`src/sv/worst_fit_block_allocator_assert.svh`:
```
// Assertion macros shared by the allocator RTL.
// Each macro expects clk and arst_n in scope.
`ifndef WORST_FIT_BLOCK_ALLOCATOR_ASSERT_SVH
`define WORST_FIT_BLOCK_ALLOCATOR_ASSERT_SVH

// Same-cycle implication, disabled during reset.
`define WFBA_ASSERT_NOW(lbl, ante, cons, msg) \
	lbl: assert property (@(posedge clk) disable iff (!arst_n) (ante) |-> (cons)) \
		else $error(msg);

// Next-cycle implication, disabled during reset.
`define WFBA_ASSERT_NEXT(lbl, ante, cons, msg) \
	lbl: assert property (@(posedge clk) disable iff (!arst_n) (ante) |=> (cons)) \
		else $error(msg);

`endif

```
`src/sv/wfba_pkg.sv`:
```
// ----------------------------------------------------------------------------
// wfba_pkg
// Shared types, codes and microcode table of the worst-fit block allocator.
// ----------------------------------------------------------------------------
package wfba_pkg;

	localparam int NumBlocksDef = 16;
	localparam int SizeW        = 16;
	localparam int OwnerW       = 8;
	localparam int FragW        = 20;
	localparam int NumW         = 5;
	localparam int ActW         = 2;
	localparam int BidxW        = 4;

	localparam logic [FragW-1:0] FragMax = '1;

	typedef logic [ActW-1:0] action_t;
	localparam action_t ACT_LOAD   = 2'd0;
	localparam action_t ACT_ALLOC  = 2'd1;
	localparam action_t ACT_REPORT = 2'd2;

	typedef enum logic [1:0] {
		ST_DONE,
		ST_NO_FIT,
		ST_BAD_INDEX
	} status_t;

	// jump conditions of the sequencer
	typedef enum logic [1:0] {
		J_NEVER,
		J_ALWAYS,
		J_SKIP,
		J_MORE
	} jcond_t;

	typedef logic [1:0] upc_t;
	localparam upc_t UPC_IDLE   = 2'd0;
	localparam upc_t UPC_SCAN   = 2'd1;
	localparam upc_t UPC_DRAIN  = 2'd2;
	localparam upc_t UPC_FINISH = 2'd3;

	typedef struct packed {
		logic   wait_start;
		logic   rd;
		logic   finish;
		jcond_t cond;
		upc_t   target;
	} ctrl_t;

	typedef struct packed {
		logic skip_scan;
		logic last;
	} seq_cond_t;

	typedef struct packed {
		logic              en;
		logic              left_en;
		logic [SizeW-1:0]  size;
		logic [OwnerW-1:0] owner;
		logic [SizeW-1:0]  left;
	} tbl_wr_t;

	typedef struct packed {
		logic [SizeW-1:0]  size;
		logic [OwnerW-1:0] owner;
		logic [SizeW-1:0]  left;
	} tbl_rd_t;

	// Microcode program: idle/dispatch, scan loop, drain, finish.
	function automatic ctrl_t ucode(input upc_t upc);
		ctrl_t c;
		c = '0;
		unique case (upc)
			UPC_IDLE: begin
				c.wait_start = 1'b1;
				c.cond       = J_SKIP;
				c.target     = UPC_FINISH;
			end
			UPC_SCAN: begin
				c.rd     = 1'b1;
				c.cond   = J_MORE;
				c.target = UPC_SCAN;
			end
			UPC_DRAIN: begin
				c.cond   = J_NEVER;
				c.target = UPC_IDLE;
			end
			UPC_FINISH: begin
				c.finish = 1'b1;
				c.cond   = J_ALWAYS;
				c.target = UPC_IDLE;
			end
			default: c = '0;
		endcase
		return c;
	endfunction

endpackage

```
`src/sv/wfba_useq.sv`:
```
// ----------------------------------------------------------------------------
// wfba_useq
// Step counter and microcode ROM with conditional jumps.
// ----------------------------------------------------------------------------
module wfba_useq
	import wfba_pkg::*;
(
	input  logic      clk,
	input  logic      arst_n,
	input  logic      start,
	input  seq_cond_t cond,
	output ctrl_t     ctrl
);

	upc_t upc_q;
	upc_t upc_nxt;
	logic take;

	assign ctrl = ucode(upc_q);

	always_comb begin
		unique case (ctrl.cond)
			J_NEVER:  take = 1'b0;
			J_ALWAYS: take = 1'b1;
			J_SKIP:   take = cond.skip_scan;
			J_MORE:   take = !cond.last;
			default:  take = 1'b0;
		endcase
	end

	always_comb begin
		if (ctrl.wait_start && !start) begin
			upc_nxt = upc_q;
		end else if (take) begin
			upc_nxt = ctrl.target;
		end else begin
			upc_nxt = upc_q + upc_t'(1);
		end
	end

	always_ff @(posedge clk or negedge arst_n) begin
		if (!arst_n) begin
			upc_q <= UPC_IDLE;
		end else begin
			upc_q <= upc_nxt;
		end
	end

endmodule

```
`src/sv/wfba_table.sv`:
```
// ----------------------------------------------------------------------------
// wfba_table
// Block table: size, owner and leftover memories with one registered read
// port and one write port; per-entry valid bits make unwritten entries free.
// ----------------------------------------------------------------------------
module wfba_table
	import wfba_pkg::*;
#(
	parameter int NumBlocks = NumBlocksDef,
	localparam int IdxW = (NumBlocks > 1) ? $clog2(NumBlocks) : 1
)(
	input  logic            clk,
	input  logic            arst_n,
	input  logic            rd_en,
	input  logic [IdxW-1:0] rd_addr,
	input  tbl_wr_t         wr,
	input  logic [IdxW-1:0] wr_addr,
	output tbl_rd_t         rd_data
);

	logic [SizeW-1:0]  size_mem  [NumBlocks];
	logic [OwnerW-1:0] owner_mem [NumBlocks];
	logic [SizeW-1:0]  left_mem  [NumBlocks];
	logic [NumBlocks-1:0] valid_q;

	logic [SizeW-1:0]  size_s1;
	logic [OwnerW-1:0] owner_s1;
	logic [SizeW-1:0]  left_s1;
	logic              vld_s1;

	always_ff @(posedge clk) begin
		if (wr.en) begin
			size_mem[wr_addr]  <= wr.size;
			owner_mem[wr_addr] <= wr.owner;
			if (wr.left_en) begin
				left_mem[wr_addr] <= wr.left;
			end
		end
		if (rd_en) begin
			size_s1  <= size_mem[rd_addr];
			owner_s1 <= owner_mem[rd_addr];
			left_s1  <= left_mem[rd_addr];
		end
	end

	always_ff @(posedge clk or negedge arst_n) begin
		if (!arst_n) begin
			valid_q <= '0;
			vld_s1  <= 1'b0;
		end else begin
			if (wr.en) begin
				valid_q[wr_addr] <= 1'b1;
			end
			if (rd_en) begin
				vld_s1 <= valid_q[rd_addr];
			end
		end
	end

	// an entry never written reads as a free block of size zero
	assign rd_data.size  = vld_s1 ? size_s1 : '0;
	assign rd_data.owner = vld_s1 ? owner_s1 : '0;
	assign rd_data.left  = left_s1;

endmodule

```
`src/sv/wfba_datapath.sv`:
```
// ----------------------------------------------------------------------------
// wfba_datapath
// Operand latch, scan counter, worst-fit search, fragmentation accumulators,
// table write-back and result registers.
// ----------------------------------------------------------------------------
module wfba_datapath
	import wfba_pkg::*;
#(
	parameter int NumBlocks = NumBlocksDef,
	localparam int IdxW = (NumBlocks > 1) ? $clog2(NumBlocks) : 1,
	localparam int CntW = $clog2(NumBlocks + 1)
)(
	input  logic              clk,
	input  logic              arst_n,
	input  logic              accept,
	input  action_t           action,
	input  logic [BidxW-1:0]  block_index,
	input  logic [SizeW-1:0]  size,
	input  logic [OwnerW-1:0] process_id,
	input  logic [CntW-1:0]   live_n,
	input  ctrl_t             ctrl,
	input  tbl_rd_t           rd_data,
	output seq_cond_t         cond,
	output logic [IdxW-1:0]   rd_addr,
	output tbl_wr_t           wr,
	output logic [IdxW-1:0]   wr_addr,
	output logic              done,
	output logic [NumW-1:0]   block_number,
	output logic [SizeW-1:0]  leftover,
	output logic [FragW-1:0]  slack_total,
	output logic [FragW-1:0]  free_total,
	output logic [1:0]        status
);

	action_t           action_q;
	logic [BidxW-1:0]  bidx_q;
	logic [SizeW-1:0]  req_q;
	logic [OwnerW-1:0] pid_q;

	logic [IdxW-1:0]   idx_q;
	logic              rd_vld_s1;
	logic [IdxW-1:0]   rd_idx_s1;

	logic              found_q;
	logic [IdxW-1:0]   pick_q;
	logic [SizeW-1:0]  best_q;
	logic [SizeW-1:0]  best_size_q;
	logic [FragW-1:0]  inner_q;
	logic [FragW-1:0]  outer_q;

	logic              done_q;
	logic [NumW-1:0]   bnum_q;
	logic [SizeW-1:0]  left_q;
	logic [FragW-1:0]  ifrag_q;
	logic [FragW-1:0]  efrag_q;
	status_t           status_q;

	logic              fits;
	logic [SizeW-1:0]  left_w;
	logic              take_pick;
	logic [FragW:0]    inner_sum;
	logic [FragW:0]    outer_sum;
	logic              load_ok;

	// dispatch decision on the raw inputs, while idle
	assign cond.skip_scan = !(action == ACT_ALLOC || action == ACT_REPORT) ||
		(live_n == '0) || (action == ACT_ALLOC && process_id == '0);
	assign cond.last      = ((CntW'(idx_q) + CntW'(1)) == live_n);

	assign rd_addr = idx_q;

	assign fits      = (rd_data.owner == '0) && (rd_data.size >= req_q);
	assign left_w    = rd_data.size - req_q;
	assign take_pick = rd_vld_s1 && (action_q == ACT_ALLOC) && fits &&
		(!found_q || (left_w > best_q));

	assign inner_sum = {1'b0, inner_q} + (FragW + 1)'(rd_data.left);
	assign outer_sum = {1'b0, outer_q} + (FragW + 1)'(rd_data.size);

	assign load_ok = (32'(bidx_q) < 32'(live_n));

	// write-back at the finish step
	always_comb begin
		wr         = '0;
		wr_addr    = pick_q;
		if (ctrl.finish) begin
			if (action_q == ACT_LOAD && load_ok) begin
				wr.en   = 1'b1;
				wr.size = req_q;
				wr_addr = IdxW'(bidx_q);
			end else if (action_q == ACT_ALLOC && found_q) begin
				wr.en      = 1'b1;
				wr.left_en = 1'b1;
				wr.size    = best_size_q;
				wr.owner   = pid_q;
				wr.left    = best_q;
			end
		end
	end

	always_ff @(posedge clk) begin
		if (accept) begin
			action_q <= action;
			bidx_q   <= block_index;
			req_q    <= size;
			pid_q    <= process_id;
			idx_q    <= '0;
			inner_q  <= '0;
			outer_q  <= '0;
		end else begin
			if (ctrl.rd) begin
				idx_q <= idx_q + IdxW'(1);
			end
			if (rd_vld_s1 && action_q == ACT_REPORT) begin
				if (rd_data.owner != '0) begin
					inner_q <= inner_sum[FragW] ? FragMax : inner_sum[FragW-1:0];
				end else begin
					outer_q <= outer_sum[FragW] ? FragMax : outer_sum[FragW-1:0];
				end
			end
		end
		rd_idx_s1 <= idx_q;
		if (take_pick) begin
			pick_q      <= rd_idx_s1;
			best_q      <= left_w;
			best_size_q <= rd_data.size;
		end
		if (ctrl.finish) begin
			bnum_q   <= '0;
			left_q   <= '0;
			ifrag_q  <= '0;
			efrag_q  <= '0;
			status_q <= ST_DONE;
			case (action_q)
				ACT_LOAD: begin
					if (!load_ok) begin
						status_q <= ST_BAD_INDEX;
					end
				end
				ACT_ALLOC: begin
					if (found_q) begin
						bnum_q <= NumW'(pick_q) + NumW'(1);
						left_q <= best_q;
					end else begin
						status_q <= ST_NO_FIT;
					end
				end
				ACT_REPORT: begin
					ifrag_q <= inner_q;
					efrag_q <= outer_q;
				end
				default: status_q <= ST_DONE;
			endcase
		end
	end

	always_ff @(posedge clk or negedge arst_n) begin
		if (!arst_n) begin
			rd_vld_s1 <= 1'b0;
			found_q   <= 1'b0;
			done_q    <= 1'b0;
		end else begin
			rd_vld_s1 <= ctrl.rd;
			done_q    <= ctrl.finish;
			if (accept) begin
				found_q <= 1'b0;
			end else if (take_pick) begin
				found_q <= 1'b1;
			end
		end
	end

	assign done          = done_q;
	assign block_number  = bnum_q;
	assign leftover      = left_q;
	assign slack_total   = ifrag_q;
	assign free_total    = efrag_q;
	assign status        = status_q;

endmodule

```
`src/sv/worst_fit_block_allocator.sv`:
```
// ----------------------------------------------------------------------------
// worst_fit_block_allocator
// Fixed-partition worst-fit allocator run by a small microcoded sequencer.
// ----------------------------------------------------------------------------
// An item is taken when start is high and busy is low. Load items and unknown
// actions skip the table scan; allocate and report items read one table entry
// per cycle through the single table read port, one entry for each of the n
// active blocks. An allocate with process number zero, or any item while no
// block is active, also skips the scan. The result shows on the output ports
// for exactly one cycle with done high; there is no backpressure, so capture
// it in that cycle. busy is already low in that cycle, and the next item may
// start alongside it. Write active_blocks only while busy is low and no result
// is pending.
module worst_fit_block_allocator
	import wfba_pkg::*;
#(
	parameter int NUM_BLOCKS = NumBlocksDef
)(
	input  logic              clk,
	input  logic              arst_n,
	input  logic              start,
	output logic              busy,
	input  logic [ActW-1:0]   action,
	input  logic [BidxW-1:0]  block_index,
	input  logic [SizeW-1:0]  size,
	input  logic [OwnerW-1:0] process_id,
	input  logic              active_blocks_we,
	input  logic [NumW-1:0]   active_blocks_wdata,
	output logic              done,
	output logic [NumW-1:0]   block_number,
	output logic [SizeW-1:0]  leftover,
	output logic [FragW-1:0]  slack_total,
	output logic [FragW-1:0]  free_total,
	output logic [1:0]        status
);

	localparam int IdxW = (NUM_BLOCKS > 1) ? $clog2(NUM_BLOCKS) : 1;
	localparam int CntW = $clog2(NUM_BLOCKS + 1);

	logic [NumW-1:0] active_q;
	logic [CntW-1:0] live_n;
	logic            accept;
	ctrl_t           ctrl;
	seq_cond_t       cond;
	tbl_wr_t         wr;
	tbl_rd_t         rd_data;
	logic [IdxW-1:0] rd_addr;
	logic [IdxW-1:0] wr_addr;

	always_ff @(posedge clk or negedge arst_n) begin
		if (!arst_n) begin
			active_q <= NumW'(16);
		end else if (active_blocks_we) begin
			active_q <= active_blocks_wdata;
		end
	end

	// clamp the active count to the table depth
	always_comb begin
		if (32'(active_q) > NUM_BLOCKS) begin
			live_n = CntW'(NUM_BLOCKS);
		end else begin
			live_n = CntW'(active_q);
		end
	end

	assign busy   = !ctrl.wait_start;
	assign accept = start && ctrl.wait_start;

	wfba_useq u_useq (
		.clk    (clk),
		.arst_n (arst_n),
		.start  (start),
		.cond   (cond),
		.ctrl   (ctrl)
	);

	wfba_table #(
		.NumBlocks (NUM_BLOCKS)
	) u_table (
		.clk     (clk),
		.arst_n  (arst_n),
		.rd_en   (ctrl.rd),
		.rd_addr (rd_addr),
		.wr      (wr),
		.wr_addr (wr_addr),
		.rd_data (rd_data)
	);

	wfba_datapath #(
		.NumBlocks (NUM_BLOCKS)
	) u_datapath (
		.clk           (clk),
		.arst_n        (arst_n),
		.accept        (accept),
		.action        (action),
		.block_index   (block_index),
		.size          (size),
		.process_id    (process_id),
		.live_n        (live_n),
		.ctrl          (ctrl),
		.rd_data       (rd_data),
		.cond          (cond),
		.rd_addr       (rd_addr),
		.wr            (wr),
		.wr_addr       (wr_addr),
		.done          (done),
		.block_number  (block_number),
		.leftover      (leftover),
		.slack_total   (slack_total),
		.free_total    (free_total),
		.status        (status)
	);

`include "worst_fit_block_allocator_assert.svh"

	`WFBA_ASSERT_NEXT(a_finish_gives_done, ctrl.finish, done, "finish step without result strobe")
	`WFBA_ASSERT_NEXT(a_accept_goes_busy, accept && !cond.skip_scan, busy, "scan not started")
	`WFBA_ASSERT_NOW(a_scan_in_range, ctrl.rd, CntW'(rd_addr) < live_n, "scan past active blocks")
	`WFBA_ASSERT_NOW(a_grant_is_done, done && block_number != '0, status == ST_DONE, "grant with error status")

endmodule
```
`config.mk`:
```
export PLATFORM = sky130hd
export DESIGN_NAME = worst_fit_block_allocator
export DESIGN_NICKNAME = d
export VERILOG_FILES = /design/src/sv/wfba_pkg.sv /design/src/sv/wfba_useq.sv /design/src/sv/wfba_table.sv /design/src/sv/wfba_datapath.sv /design/src/sv/worst_fit_block_allocator.sv
export VERILOG_INCLUDE_DIRS = /design/src /design/src/sv
export SDC_FILE = /design/constraint.sdc
export NUM_CORES = 1
export LEC_CHECK = 0
export BUFFER_PORTS_ARGS = -buffer_cell sky130_fd_sc_hd__buf_2
export CAP_MARGIN = 25
export CORE_MARGIN = 5
export CORE_UTILIZATION = 40
export DETAILED_ROUTE_END_ITERATION = 16
export GPL_TIMING_DRIVEN = 0
export PLACE_DENSITY = 0.6
export SLEW_MARGIN = 20
export SYNTH_ARGS = -nofsm -noshare
export SYNTH_HDL_FRONTEND = slang
export SYNTH_SLANG_ARGS = --single-unit
```
`constraint.sdc`:
```
create_clock -name clk -period 10.1 [get_ports clk]
set_clock_uncertainty 0.05 [all_clocks]
set_input_delay 2.02 -clock clk [delete_from_list [all_inputs] [get_ports clk]]
set_output_delay 2.02 -clock clk [all_outputs]
set_load 0.005 [all_outputs]
```
### Word-level counts from Yosys, hierarchy flattened

Memories as Yosys holds them, arrays and structs flattened. A register that Yosys moved wholly into a read port is not among the register bits.
Cells that the tools add are included.

* add/sub/neg operators: 7
* magnitude comparators: 7
* eq/ne operators: 11
* muxes and demuxes: 33
* bitwise operators: 2
* reduce and logical (&&, ||, !) cells: 31

Operators by type and width (count)
* two-way mux 42 bit: 2
* adder 20 x 16 -> 21 bit: 2
* two-way mux 20 bit: 2
* two-way mux 16 bit: 2
* two-way mux 24 bit: 1
* greater-or-equal comparator 16 bit: 1
* > comparator 16 bit: 1
* zero test 8 bit: 2
* OR 16 bit: 1
* one-hot mux 4 bit (4 select lines): 1
* subtractor 16 bit: 1
* two-way mux 1 bit: 15
* equality test 2 bit, second input constant: 6
* logical AND 1 bit: 11
* adder 4 x 1 -> 5 bit, second input constant: 2
* less-than comparator 4 x 5 -> 1 bit, second input constant: 2
* equality test 2 x 1 -> 1 bit, second input constant: 4
* two-way mux 4 bit: 2
* two-way mux 8 bit: 1
* nonzero test 8 bit: 1
* zero test 2 bit: 3
* AND reduction 2 bit: 3
* equality test 5 bit: 1
* > comparator 5 bit, second input constant: 1
* other kinds (15): 23

* flip-flop bits (word level): 204
* memory bits (writable): 640
* bits of input ports: 39
* output and inout port bits: 65
* logic and storage cells: 117
* memories kept: 3

Memories
* u_table.left_mem: words 16, width 16, read ports 1, clocked after Yosys merged registers in 1, wr ports 1, RTL line wfba_table.sv:23 `logic [SizeW-1:0] left_mem [NumBlocks];`
* u_table.size_mem: words 16, width 16, read ports 1, clocked after Yosys merged registers in 1, wr ports 1, RTL line wfba_table.sv:21 `logic [SizeW-1:0] size_mem [NumBlocks];`
* u_table.owner_mem: words 16, width 8, read ports 1, clocked after Yosys merged registers in 1, wr ports 1, RTL line wfba_table.sv:22 `logic [OwnerW-1:0] owner_mem [NumBlocks];`

### Logic depth before layout (Yosys ltp)

* depth in word-level cells: 11
* gate-level depth with buffers: 24
* mapped depth without buffers: 20

### Hierarchy

A second synthesis with hierarchy kept.

* cell total of the unflattened synthesis: 1929
* area, all modules: 36623.9 um2

By module, submodules not included
* wfba_table: instances 1, cells an instance 1033, area each 26589.3 um2, seq. area each 20845.0 um2
* wfba_datapath: instances 1, cells an instance 849, area each 9556.7 um2, seq. area each 4909.7 um2
* wfba_useq: instances 1, cells an instance 30, area each 256.5 um2, seq. area each 50.0 um2
* worst_fit_block_allocator: instances 1, cells an instance 17, area each 221.5 um2, seq. area each 126.4 um2

### Worst setup path after synthesis

No wires, ideal clock.

* path type: register to register
* start point: reg u_table.vld_s1
* end point: reg u_datapath.best_q[0], enable pin
* library setup time: 482 ps
* arrival: 6404 ps
* required time: 9568 ps
* path slack: 3164 ps
* stages on the path, launching flop included: 23
* path buffers: 4
* clock period less this slack: 6936 ps
* cell sequence: dfrtp_1 buf_2 buf_2 clkbuf_1 clkbuf_1 nand2_1 ha_1 inv_1 ha_1 nor2b_1 o221ai_1 a21oi_1 o211a_1 o2111ai_1 a31oi_1 a21o_1 a21oi_1 xnor2_1 ha_1 nand4_1 nor2_1 a21oi_1 nor3b_1

* word-level cells in the longest chain between the ends: 5
* elaborated cells on any way between the ends: 10
* classes of those cells: add/sub: 1; order compare: 2; mux: 2; reduce/logical: 5

Ends and longest elaborated chain
* start, declared: RTL line wfba_table.sv:29 `logic vld_s1;`
* start signal, assigned: RTL line wfba_table.sv:55 `vld_s1 <= valid_q[rd_addr];`
* two-way mux 16 bit: RTL line wfba_table.sv:61 `assign rd_data.size = vld_s1 ? size_s1 : '0;`
* subtractor 16 bit: RTL line wfba_datapath.sv:73 `assign left_w = rd_data.size - req_q;`
* via u_datapath.left_w[14]: RTL line wfba_datapath.sv:59 `logic [SizeW-1:0] left_w;`
* > comparator 16 bit: RTL line wfba_datapath.sv:75 `(!found_q || (left_w > best_q));`
* logical OR 1 bit: RTL line wfba_datapath.sv:75
* logical AND 1 bit: RTL line wfba_datapath.sv:74 `assign take_pick = rd_vld_s1 && (action_q == ACT_ALLOC) && fits &&`
* via u_datapath.take_pick: RTL line wfba_datapath.sv:60 `logic take_pick;`
* end signal, assigned: RTL line wfba_datapath.sv:125 `best_q <= left_w;`
* end, declared: RTL line wfba_datapath.sv:46 `logic [SizeW-1:0] best_q;`

The timed path passes the listed nets, and every way through them passes these cells.
A chain may end at the register's enable or synchronous reset.

### Final worst setup path

* start point: reg u_table.vld_s1
* end point: reg u_datapath.pick_q[0], enable pin

* word-level cells in the longest chain between the ends: 5
* elaborated cells on any way between the ends: 10
* classes of those cells: add/sub: 1; order compare: 2; mux: 2; reduce/logical: 5

Ends and longest elaborated chain
* two-way mux 16 bit: RTL line wfba_table.sv:61
* subtractor 16 bit: RTL line wfba_datapath.sv:73
* via u_datapath.left_w[14]: RTL line wfba_datapath.sv:59
* > comparator 16 bit: RTL line wfba_datapath.sv:75
* logical OR 1 bit: RTL line wfba_datapath.sv:75
* logical AND 1 bit: RTL line wfba_datapath.sv:74
* via u_datapath.take_pick: RTL line wfba_datapath.sv:60
* end signal, assigned: RTL line wfba_datapath.sv:124 `pick_q <= rd_idx_s1;`
* end, declared: RTL line wfba_datapath.sv:45 `logic [IdxW-1:0] pick_q;`

The timed path passes the listed nets, and every way through them passes these cells.

==> flow_summary.ini <==
[outcome]
outcome = finished clean

[cells_and_area]
syn_to_final_growth_pct = 16.9
fin_cells = 3530
drive_above_1_share_pct = 24.9
finalNetCount = 2386
n_fill_cell = 7383
diodes = 0
finish.utilization_pct = 47.1

[routing]
drtIter0Drc = 2120
avgRoutedWirePerCell_um = 25.6
drc = 0
drt-pass1-iter-count = 6
vias_per_cell = 5.60
via_count = 19770
wirelength_mm = 90.3
antenna_left = 0

[critical_path]
crit_slowest_cell = clkbuf_1
startpoint_type = flop
critical-path-max-stage-delay_ps = 560
end_kind = flop
critical_path_class = reg -> reg
crit_path_cell_trace = buf_2 -> buf_2 -> clkbuf_1 -> clkbuf_1 -> nand2_1 -> ha_1 -> inv_1 -> ha_1 -> nor2b_1 -> o221ai_1 -> a21oi_1 -> o211a_1 -> o2111ai_1 -> a31oi_1 -> a21o_1 -> a21oi_1 -> xnor2_1 -> ha_1 -> nand4_1 -> nor2_1 -> a21oi_1 -> nor3b_2 -> buf_4 -> buf_4
arrival_ps = 6690
critPathMaxFanout = 10
cp.required_ps = 10400

[die]
initial_core_util_pct = 40.3
die_h_um = 311
die_x_um = 311
fp.dieArea_sq_um = 97000
io_pins = 104
fp-row-count = 110
core_region_area_sq_um = 90100

[synthesis]
synth-edff-count = 809
yosysWarnings = 0
synth_area_sq_um = 36300
synthTopCellsByArea = edfxtp_1, mux4_2, dfxtp_1, ha_1, dfrtp_1
synth_top_cells_by_count = edfxtp_1, mux4_2, nor2_1
ys_async_sr_fraction_pct = 3.05
yosysTopAreaCell = edfxtp_1
syn_nets = 2137
synth.most_common_cell = edfxtp_1
ys_types = 74
netlist.area_leader.share_pct = 66.9
ys_ff_latch = 884
ys_seq_area_share_pct = 71.4
syn_area_per_cell_sq_um = 17.9
synthFlopType = edfxtp_1
syn_inst = 2030

[clock_tree]
post_cts_resized = 0
htree_levels = 3
postCtsHoldBufs = 0
clk_pin_slew_ps = 60
cts_buffers = 91
clock_latency_ps = 660
cts-root-buf = clkbuf_16
cts.path.max_buffers = 3
cts_setup_buffers = 0
cts_tree = yes
clock_sinks = 884

[grt]
grt_pass1_wl_mm = 133
grt_antenna_before_repair = 2
grt_pass1_vias = 19914
grt_usage_pct = 18.3
grt-ovfl-total = 0
grt_max_degree = 58

[min_path]
hold_class = reg -> reg

[power]
ir_worst_vdd_v = 0.000142
power.density_nw_per_um2 = 247
p_leak_nw = 14.7
p_total_mw = 10.5

[timing]
setup-tns-final_ps = 0
max_freq_mhz = 156
fin_crit_sh_pct = 63.3
maxSlewViolCount = 0
maxSlewHeadroom_pct = 28.8
finalCriticalPeriod_ps = 6400
hold_ws_ps = 321
rsz0062_at_grt = no
worstMarginPinSlew_ps = 1070
setup_violations = 0
hold_viol_final = 0

[placed_design]
dp.cells = 3351
io_buffer_count = 103
routabilityCongestion = 0.861
place_hpwl_mm = 62.0

[job]
max_cap_viol_count = 0
-- final cells by class --
cell class	count	area (sq um)	share of cell area, %
Tap cell	1176	1470	3.46
Multi-Input combinational cell	1002	10100	23.7
Sequential cell	884	25900	61.0
Timing Repair Buffer	156	1380	3.24
Buffer	89	388	0.913
Clock inverter	52	594	1.40
Inverter	55	206	0.486
Clock buffer	116	2430	5.73
-- state kept, by name, summed over array words and instances (netlist names), 5 cells and up --
name and count:
u_datapath.pid_q 8, u_datapath.req_q 16, u_datapath.inner_q 20, u_table.owner_s1 8
u_table.size_s1 16, u_datapath.best_q 16, u_datapath.free_total 20, active_q 5
u_datapath.outer_q 20, u_datapath.leftover 16, u_table.valid_q 16, u_datapath.best_size_q 16
u_datapath.block_number 5, u_datapath.slack_total 20, u_table.left_mem 256, u_table.owner_mem 128
u_table.size_mem 256, u_table.left_s1 16
-- critical path: cells and delay by family, from the launching register on --
| kind | cells | cell delay, ps |
|---|---|---|
| AO/OA/AOI/OAI | 8 | 1420 |
| XOR/XNOR | 1 | 180 |
| adder cells (fa/ha/maj) | 3 | 810 |
| buffers and inverters | 7 | 2100 |
| flip-flops | 1 | 460 |
| AND/OR/NAND/NOR | 5 | 1040 |
-- cells by family (layout without fill, tap and decap cells) --
family / Yosys count / in the layout / synth area share (%)
compound gates: 286 / 286 / 4.97
xor+xnor: 52 / 52 / 1.25
fa+ha+maj: 72 / 72 / 2.47
buf+inv: 144 / 468 / 1.61
flops: 884 / 884 / 71.4
mux: 214 / 214 / 13.0
simple gates: 378 / 378 / 5.33
-- final timing paths --
kind	from	to	slack (ps)	cells past startpoint
max	u_table.vld_s1	u_datapath.pick_q[0]	3700	24
max reg2reg	u_table.vld_s1	u_datapath.pick_q[0]	3700	24
max in group asynchronous	arst_n	u_table.valid_q[0]	8010	1
min	u_datapath.rd_addr[3]	u_datapath.rd_idx_s1[3]	320	0
min reg2reg	u_datapath.rd_addr[3]	u_datapath.rd_idx_s1[3]	320	0
min in group asynchronous	arst_n	active_q[0]	1430	1
-- routing by layer --
layer | global-route usage, % | share of wire (%)
met1 | 26.5 | 44
met2 | 29.2 | 47
met3 | 3.13 | 6.7
met4 | 4.25 | 2.2
met5 | 0 | 0
-- power by group --
part / leakage [nW] / internal [mW] / switching [mW]
logic: 4.73 / 1.08 / 1.50
registers: 8.51 / 4.35 / 0.163
clock network: 1.48 / 1.99 / 1.40
-- per-stage QoR --
stage                     area (sq um)  worst slack (ps)
after floorplan                  36300              3160
after global placement           38300               440
after detailed placement         39300              3790
after CTS                        42400              3720
after global routing             42500              3290
final                            42500              3700
-- placed cells by master (no fill, tap or decap), types with 16 or more instances in the layout --
cell type / netlist / routed
ha_1: 67 / 65
xnor2_1: 28 / 28
nand2_1: 56 / 56
nor2_4: 0 / 29
buf_16: 0 / 16
inv_1: 53 / 53
nand3_1: 21 / 21
nand2b_1: 20 / 20
buf_2: 16 / 122
a21oi_1: 92 / 92
clkbuf_1: 59 / 77
dfxtp_1: 48 / 48
a21o_1: 21 / 21
nor3_1: 21 / 21
clkbuf_16: 0 / 92
and2_1: 75 / 75
nor2_1: 107 / 75
xor2_1: 24 / 24
buf_4: 2 / 16
edfxtp_1: 809 / 809
dfrtp_1: 26 / 26
o21ai_0: 73 / 61
clkinv_1: 2 / 20
mux4_2: 205 / 205
nor2b_1: 17 / 17
Power figures use the tool's default switching activity.
